File: config.mk
export PLATFORM = sky130hd
export DESIGN_NAME = base62_escape_bit_encoder_core
export DESIGN_NICKNAME = d
export VERILOG_FILES = /design/src/hw/rtl/b62e_pkg.sv /design/src/hw/rtl/b62e_queue.sv /design/src/hw/rtl/b62e_back.sv /design/src/hw/rtl/base62_escape_bit_encoder_core.sv
export SDC_FILE = /design/constraint.sdc
export NUM_CORES = 1
export LEC_CHECK = 0
export CORE_AREA = 2 2 83 85
export CTS_BUF_LIST = sky130_fd_sc_hd__clkbuf_8
export DETAILED_ROUTE_END_ITERATION = 10
export DIE_AREA = 0 0 85 87
export DONT_BUFFER_PORTS = 1
export PLACE_DENSITY_LB_ADDON = 0.08
export REMOVE_ABC_BUFFERS = 1
export SLEW_MARGIN = 20
export SYNTH_ARGS = -nofsm -noshare
export SYNTH_HDL_FRONTEND = slang
export SYNTH_SLANG_ARGS = --single-unit
File: constraint.sdc
create_clock -name clk_i -period 12.97 [get_ports clk_i]
set_input_delay 1.297 -clock clk_i [delete_from_list [all_inputs] [get_ports clk_i]]
set_output_delay 1.297 -clock clk_i [all_outputs]
set_load 0.005 [all_outputs]
File: src/hw/rtl/b62e_pkg.sv
// Package for the base62 escape bit encoder.
// Holds the request and result payload types and shared constants; no dependencies.
package b62e_pkg;

  typedef struct packed {
    logic [7:0] data_byte;
    logic       final_byte;
  } in_item_t;

  typedef struct packed {
    logic [5:0] symbol;
    logic       run_end;
  } out_item_t;

  localparam int unsigned QueueDepth = 2;
  localparam int unsigned QueuePtrW  = 1;
  localparam int unsigned QueueCntW  = 2;

  localparam logic [5:0] Radix      = 6'd62;
  localparam logic [3:0] GroupBits  = 4'd6;
  localparam logic [3:0] EscapeBits = 4'd5;
  localparam logic [1:0] MaxSymbols = 2'd3;

endpackage

File: src/hw/rtl/b62e_queue.sv
// Front of the encoder: accepts byte requests into a short queue.
// Depends on b62e_pkg for the request type and queue depth.
module b62e_queue (
  input  logic                 clk_i,
  input  logic                 rst_ni,
  input  logic                 in_valid_i,
  output logic                 in_ready_o,
  input  b62e_pkg::in_item_t   in_data_i,
  output logic                 pop_valid_o,
  input  logic                 pop_ready_i,
  output b62e_pkg::in_item_t   pop_data_o
);
  import b62e_pkg::*;

  in_item_t               mem_q [QueueDepth];
  logic [QueuePtrW-1:0]   wr_ptr_q, rd_ptr_q;
  logic [QueueCntW-1:0]   cnt_q;
  logic                   push, pop;

  assign in_ready_o  = (cnt_q != QueueCntW'(QueueDepth));
  assign pop_valid_o = (cnt_q != '0);
  assign pop_data_o  = mem_q[rd_ptr_q];
  assign push        = in_valid_i && in_ready_o;
  assign pop         = pop_valid_o && pop_ready_i;

  always_ff @(posedge clk_i) begin
    if (push) begin
      mem_q[wr_ptr_q] <= in_data_i;
    end
  end

  always_ff @(posedge clk_i or negedge rst_ni) begin
    if (!rst_ni) begin
      wr_ptr_q <= '0;
      rd_ptr_q <= '0;
      cnt_q    <= '0;
    end else begin
      if (push) begin
        wr_ptr_q <= wr_ptr_q + QueuePtrW'(1);
      end
      if (pop) begin
        rd_ptr_q <= rd_ptr_q + QueuePtrW'(1);
      end
      if (push && !pop) begin
        cnt_q <= cnt_q + QueueCntW'(1);
      end else if (pop && !push) begin
        cnt_q <= cnt_q - QueueCntW'(1);
      end
    end
  end

endmodule

File: src/hw/rtl/b62e_back.sv
// Back of the encoder: merges queued bytes into the bit buffer and emits
// one base62 symbol per cycle, while the output register is free, into that register. Depends on b62e_pkg.
module b62e_back (
  input  logic                 clk_i,
  input  logic                 rst_ni,
  input  logic                 pop_valid_i,
  output logic                 pop_ready_o,
  input  b62e_pkg::in_item_t   pop_data_i,
  output logic                 out_valid_o,
  input  logic                 out_ready_i,
  output b62e_pkg::out_item_t  out_data_o
);
  import b62e_pkg::*;

  typedef enum logic {StLoad, StEmit} state_e;

  state_e      state_q;
  logic [14:0] buf_q;
  logic [3:0]  fill_q;
  logic        cp_q, cv_q, last_q;
  logic [1:0]  cnt_q;
  logic        ovalid_q;
  out_item_t   out_q;

  logic [3:0]  need, rem, nneed;
  logic [14:0] shifted, mask;
  logic [5:0]  v, sym;
  logic        can_take, wrap, esc, last_sym, out_free, emit;

  always_comb begin
    need     = cp_q ? EscapeBits : GroupBits;
    can_take = (fill_q >= need) && (cnt_q != MaxSymbols);
    rem      = fill_q - need;
    shifted  = buf_q >> rem;
    v        = cp_q ? {shifted[4:0], cv_q} : shifted[5:0];
    wrap     = (v >= Radix);
    sym      = wrap ? (v - Radix) : v;
    esc      = (sym <= 6'd1);
    nneed    = esc ? EscapeBits : GroupBits;
    last_sym = (rem < nneed) || (cnt_q == MaxSymbols - 2'd1);
    mask     = (15'd1 << rem) - 15'd1;
    out_free = !ovalid_q || out_ready_i;
    emit     = (state_q == StEmit) && can_take && out_free;
  end

  assign pop_ready_o = (state_q == StLoad);
  assign out_valid_o = ovalid_q;
  assign out_data_o  = out_q;

  always_ff @(posedge clk_i or negedge rst_ni) begin
    if (!rst_ni) begin
      state_q  <= StLoad;
      buf_q    <= '0;
      fill_q   <= '0;
      cp_q     <= 1'b0;
      cv_q     <= 1'b0;
      last_q   <= 1'b0;
      cnt_q    <= '0;
      ovalid_q <= 1'b0;
      out_q    <= '0;
    end else begin
      if (emit) begin
        ovalid_q <= 1'b1;
      end else if (out_ready_i) begin
        ovalid_q <= 1'b0;
      end
      unique case (state_q)
        StLoad: begin
          if (pop_valid_i) begin
            buf_q   <= {buf_q[6:0], pop_data_i.data_byte};
            fill_q  <= fill_q + 4'd8;
            last_q  <= pop_data_i.final_byte;
            cnt_q   <= '0;
            state_q <= StEmit;
          end
        end
        StEmit: begin
          if (!can_take) begin
            state_q <= StLoad;
            if (last_q) begin
              buf_q  <= '0;
              fill_q <= '0;
              cp_q   <= 1'b0;
              cv_q   <= 1'b0;
            end
          end else if (out_free) begin
            out_q.symbol  <= sym;
            out_q.run_end <= last_sym;
            cnt_q         <= cnt_q + 2'd1;
            if (last_sym) begin
              state_q <= StLoad;
            end
            if (last_sym && last_q) begin
              buf_q  <= '0;
              fill_q <= '0;
              cp_q   <= 1'b0;
              cv_q   <= 1'b0;
            end else begin
              buf_q  <= buf_q & mask;
              fill_q <= rem;
              cp_q   <= esc;
              cv_q   <= esc & wrap;
            end
          end
        end
        default: state_q <= StLoad;
      endcase
    end
  end

endmodule

File: src/hw/rtl/base62_escape_bit_encoder_core.sv
// Base62 escape bit encoder, top level.
// Instantiates b62e_queue (front) and b62e_back (symbol engine); uses b62e_pkg.
//
// Usage:
//   Input channel (in_valid_i/in_ready_o/in_data_i) takes one byte per request,
//   most significant bit first; final_byte marks the end of a stream.
//   Output channel (out_valid_o/out_ready_i/out_data_o) returns base62 symbol
//   indexes 0..61; run_end flags the last symbol caused by a byte.
//   A byte that completes no 6-bit (or 5-bit escape) group gives no symbol.
// With the back end idle, a request passes the queue, the buffer load in StLoad
//   and the StEmit step into the output register before its first symbol is out.
// Each byte is loaded in StLoad, then its symbols are emitted in StEmit by the
//   single group extractor in the back end, one symbol a cycle while the output
//   register is free; the back end takes no new byte until it is back in StLoad.
// A two-entry request queue lets the front keep accepting while the back
//   end works or the receiver stalls; when the output register is held,
//   extraction pauses and the queue fills, then in_ready_o drops.
// Reset clears the queue, the bit buffer, its fill count and the escape
//   carry. After a final byte the leftover bits and any carry are dropped.
module base62_escape_bit_encoder_core (
  input  logic                 clk_i,
  input  logic                 rst_ni,
  input  logic                 in_valid_i,
  output logic                 in_ready_o,
  input  b62e_pkg::in_item_t   in_data_i,
  output logic                 out_valid_o,
  input  logic                 out_ready_i,
  output b62e_pkg::out_item_t  out_data_o
);
  import b62e_pkg::*;

  logic     pop_valid, pop_ready;
  in_item_t pop_data;

  b62e_queue u_queue (
    .clk_i       (clk_i),
    .rst_ni      (rst_ni),
    .in_valid_i  (in_valid_i),
    .in_ready_o  (in_ready_o),
    .in_data_i   (in_data_i),
    .pop_valid_o (pop_valid),
    .pop_ready_i (pop_ready),
    .pop_data_o  (pop_data)
  );

  b62e_back u_back (
    .clk_i       (clk_i),
    .rst_ni      (rst_ni),
    .pop_valid_i (pop_valid),
    .pop_ready_o (pop_ready),
    .pop_data_i  (pop_data),
    .out_valid_o (out_valid_o),
    .out_ready_i (out_ready_i),
    .out_data_o  (out_data_o)
  );

endmodule
# == After elaboration in Yosys (flattened, before gate mapping) ==
# Memory sizes are Yosys's and may differ from the RTL's.
# Cells that the tools add are included.
# totals
register_bits,37
memories,1
elab_cells,101
output_inout_bits,9
in_bits,13
ramBits,18
# op_classes
eq_ne,9
bitwise_logic,3
n_addsub,9
shifts,2
magnitude_cmp,4
n_mux,38
n_reduce_logical,22
# memory_table
memory,words,word_bits,rd,rd_clocked_by_memory_dff,write_ports,line_no,rtl
u_queue.mem_q,2,9,1,0,1,b62e_queue.sv:15,in_item_t mem_q [QueueDepth];
# ops
op,n
$mux W15,5
$pmux W15 S2,1
$mux W4,5
$and A15 B15 Y15,1
$mux W1,15
$shl A1 B4 Y15 const A,1
$shr A15 B4 Y6,1
$sub A15 B1 Y15 const B,1
$mux W2,7
$mux W6,2
$reduce_and A3 Y1,4
$ne A2 B2 Y1 const B,5
$logic_and A1 B1 Y1,8
$pmux W4 S2,1
$reduce_bool A2 Y1,4
$ge A6 B6 Y1 const B,1
$le A6 B1 Y1 const B,1
$ne A3 B3 Y1 const B,2
$sub A6 B6 Y6 const B,1
$add A2 B1 Y2 const B,2
$add A4 B4 Y4 const B,1
$ge A4 B4 Y1,1
$lt A4 B4 Y1,1
$pmux W2 S2,1
other kinds (11),15

# == Longest topological paths before layout ==
# depth
depth_word,15
mapped_depth,23
depth_no_buf,21

# == Modules after synthesis ==
# A second synthesis with hierarchy kept.
# unflattened
hier_cells,334
area_unflattened_um2,3415.8
# modules_own_cells
module,cells_each,seq_area_each_um2,n_inst,area_per_inst_um2
b62e_back,288,825.8,1,2555.0
b62e_queue,46,640.6,1,860.8

# == Worst setup path after synthesis ==
# No wires, ideal clock.
# synth_timing
path_type,reg-to-reg
startpoint,register u_back.cp_q
endpoint,register u_back.fill_q[2]
n_path_buf,3
setup_ns,0.066
synth_period_minus_slack_ns,4.863
required_ns,12.904
path_slack_ns,8.107
path_stages_with_launch,23
arrival_time_ns,4.796
path_cell_list,dfrtp_1 > inv_1 > clkbuf_1 > fa_1 > buf_6 > buf_6 > nand2_1 > nor2_1 > a211oi_1 > a32oi_1 > a221oi_4 > inv_1 > ha_1 > nor2_1 > a2bb2o_4 > ha_1 > nand2_1 > a21oi_1 > and2b_1 > a21o_1 > or4_1 > a31oi_1 > a221o_1
# synth_between
elab_chain_len,15
elab_cells_between_ends,21
cone_classes,add/sub (2); order compare (4); eq/ne (2); shift (1); mux (8); reduce/logical (4)
# synth_lines
item,line_no,rtl
from (decl),b62e_back.sv:20,"logic cp_q, cv_q, last_q;"
from (signal assigned),b62e_back.sv:101,cp_q <= esc;
$mux W2,b62e_back.sv:31,need = cp_q ? EscapeBits : GroupBits;
$sub A4 B4 Y4,b62e_back.sv:33,rem = fill_q - need;
$shr A15 B4 Y6,b62e_back.sv:34,shifted = buf_q >> rem;
$mux W6,b62e_back.sv:35,"v = cp_q ? {shifted[4:0], cv_q} : shifted[5:0];"
$sub A6 B6 Y6 / $ge A6 B6 Y1 (equally long branches),"b62e_back.sv:37, b62e_back.sv:36",
$mux W6,b62e_back.sv:37,sym = wrap ? (v - Radix) : v;
$le A6 B1 Y1,b62e_back.sv:38,esc = (sym <= 6'd1);
$mux W2,b62e_back.sv:39,nneed = esc ? EscapeBits : GroupBits;
$lt A4 B4 Y1,b62e_back.sv:40,last_sym = (rem < nneed) || (cnt_q == MaxSymbols - 2'd1);
$logic_or A1 B1 Y1,b62e_back.sv:40,
$logic_and A1 B1 Y1,b62e_back.sv:93,if (last_sym && last_q) begin
$mux W4,b62e_back.sv:93,
$mux W4,b62e_back.sv:86,end else if (out_free) begin
$mux W4,b62e_back.sv:78,if (!can_take) begin
$pmux W4 S2,b62e_back.sv:67,unique case (state_q)
to (signal assigned),b62e_back.sv:71,fill_q <= fill_q + 4'd8;
to (signal assigned),b62e_back.sv:100,fill_q <= rem;
to (decl),b62e_back.sv:19,logic [3:0] fill_q;
# Parallel ways exist; a longest one is shown, timed or not. The select of a mux whose other input is x is not followed.
# A chain may end at the register's enable or synchronous reset.

# == Final worst setup path ==
# Same ends and word-level chain as after synthesis.

==> results.ini <==
[timing]
fin_setup_tns_ns = 0
tightest_slew_ns = 1.016
fin_crit_ns = 5.702
rsz0062_at_grt = no
min_period_over_period = 0.4396
setup_viol = 0
max_freq_ghz = 0.1754
slew_violations = 0
hold_viol_final = 0
clock_skew_ns = 0.01361
slew_headroom = 0.3220

[synthesis]
synthFlopType = dfrtp_1
syn_inst = 328
synth_area_mm2 = 0.003466
netlist_top_cells_area = dfrtp_1, edfxtp_1, mux2i_1
synth_top_area_share = 0.2671
seq_area_frac_synth = 0.4231
ys_warn_count = 0
synth-seq-cells = 55
async_reset_ff_frac = 0.6727
synth_cell_types = 65
yosysTopAreaCell = dfrtp_1
syn_avg_cell_area_um2 = 10.57
synth_edf_count = 18

[clock_network]
cts_tree = built
htreeDepth = 2
cts-root-buf = clkbuf_8
ctsHoldBuffers = 0
clk_pin_slew_ns = 0.11
cts_buffers = 5
post_cts_buffers = 0
cts-resized-gates = 0
worst_skew_pair.late_latency_ns = 0.32
cts.sinks = 55
cts_max_path_buffers = 2

[setup_path]
path_class = reg -> reg
slowest_stage = fa_1
arrival_ns = 5.97
critical-path-top-delay-family = compound AO/OA/AOI/OAI gates
cp-start-kind = flip-flop
worst-path-buf-inv = 2
critical-path-max-stage-delay_ns = 1.27
setup.worst_path.end_class = flip-flop
cp.required_ns = 13.24
cp_max_fo = 23
crit_path_cell_trace = inv_1, fa_1, mux2i_1, and2b_1, o21ai_0, a32oi_1, a221oi_4, inv_1, ha_1, nor2_1, a2bb2o_4, ha_1, nand2_1, a21oi_1, and2b_1, a21o_1, or4_1, a31oi_1, a221o_1

[finish]
fillers = 572
syn_to_final_growth_pct = 2.888
fin_nets = 340
final-seq-area_mm2 = 0.001466
final_common_cell = dfrtp_1
diodes = 0
drive_gt1_frac = 0.1160
fin_area_mm2 = 0.003566
multiInputGateArea_mm2 = 0.001869
final_cell_mix = dfrtp_1, nand2_1, o21ai_0

[floorplanning]
dieArea_mm2 = 0.007395
start_util = 0.5276
fp.dieH_um = 87
rows = 30
boundaryPins = 22
die_w_um = 85
core_mm2 = 0.006569

[worst_hold_path]
hold_class = reg -> reg

[global_routing]
grt_overflow = 0
grt_max_degree = 38
grt_pass1_wl_mm = 12.41
grtUsageTotal = 0.2155
first_global_vias = 2454
antenna_found_initial = 0

[placement]
dp_hpwl_mm = 5.197
portBuffers = 0
gp_congestion = 0.8751
placed_cell_area_mm2 = 0.003470

[detailed_routing]
routed_wl_mm = 7.365
drcViolationCount = 0
via_count = 2513
drt_first_pass_iters = 4
viasPerCell = 6.298
avgRoutedWirePerCell_um = 18.46
dr.first_iter.drc_count = 114
drtAntennaViolNets = 0

[run_status]
status = completed

[job]
maxCapViolations = 0

==> flip-flops by register name, indices dropped and copies added, names as in the netlist <==
register,flops
u_queue.rd_ptr_q,1
u_queue.cnt_q,2
u_back.cnt_q,2
u_queue.wr_ptr_q,1
u_back.cv_q,1
u_back.last_q,1
u_back.fill_q,4
u_back.out_data_o,7
u_back.cp_q,1
u_back.state_q,1
u_back.out_valid_o,1
u_back.buf_q,15
u_queue.mem_q,18
==> Yosys cell counts (all sizes together) (5+ instances only) <==
library cell,n
a21oi,10
buf,10
nand3,12
o2bb2ai,6
mux4,5
nor2,18
o21ai,26
o31ai,6
a31o,7
inv,9
a22o,9
mux2,9
dfrtp,37
edfxtp,18
a21o,10
nand2,35
clkbuf,8
mux2i,22
ha,8
==> logic make-up (layout without fill, tap and decap cells) <==
kind of cell,after synthesis,count (layout),share of synthesized area
AO/OA/AOI/OAI,103,103,0.2235
XOR/XNOR,8,8,0.02238
adder cells (fa/ha/maj),9,9,0.03466
buffers and inverters,27,18,0.03971
flip-flops,55,55,0.4231
multiplexers,36,36,0.1274
AND/OR/NAND/NOR,90,90,0.1292
==> path summary, 6_finish.rpt <==
path	startpoint	endpoint	slack [ns]	cells after the start
worst max-delay path	u_back.cp_q$_DFFE_PN0P_	u_back.fill_q[2]$_DFFE_PN0P_	7.27	19
worst min-delay path	u_queue.cnt_q[1]$_DFFE_PN0P_	u_queue.cnt_q[1]$_DFFE_PN0P_	0.51	1
worst max register to register	u_back.cp_q$_DFFE_PN0P_	u_back.fill_q[2]$_DFFE_PN0P_	7.27	19
worst min register to register	u_queue.cnt_q[1]$_DFFE_PN0P_	u_queue.cnt_q[1]$_DFFE_PN0P_	0.51	1
max in group asynchronous	rst_ni	u_back.buf_q[3]$_DFFE_PN0P_	12.21	0
min in group asynchronous	rst_ni	u_back.buf_q[13]$_DFFE_PN0P_	0.65	0
==> through the flow <==
| step | hold slack [ns] | util | setup slack (ns) | std cells |
|---|---|---|---|---|
| finish | 0.5056 | 0.5429 | 7.268 | 399 |
| CTS | 0.5112 | 0.5417 | 7.204 | 399 |
| floorplan | 0.4485 | - | 7.881 | 310 |
| detailed placement | 0.4957 | 0.5282 | 7.238 | 391 |
| global route | 0.5265 | 0.5429 | 6.838 | 399 |
| global placement | 0.4867 | 0.5282 | 7.337 | 391 |
==> routing by layer <==
metal	routed length [um]	part of all wire	track usage	up-vias
met4	163	0.022	0.07937	0
met2	3434	0.47	0.3423	61
li1	-	-	-	1212
met3	329	0.045	0.03697	16
met5	0	0	0	-
met1	3438	0.47	0.2985	1224
==> worst reg2reg max path: cells and delay by family (launching register included) <==
family	cells	cell delay, ns
AOI/OAI and AO/OA	8	1.71
adders and majority gates	3	1.70
and+or+nand+nor	5	1.15
DFF	1	0.45
buffers and inverters	2	0.31
muxes	1	0.30
==> cell type report <==
type	count	share of cell area
Clock inverter	3	0.005614
Inverter	9	0.009474
Timing Repair Buffer	1	0.002105
Sequential cell	55	0.4112
Multi-Input combinational cell	246	0.5242
Tap cell	80	0.02807
Clock buffer	5	0.01930
Power is not shown: default switching activity piles up to over one toggle a cycle in this logic, so the estimate is an artifact.
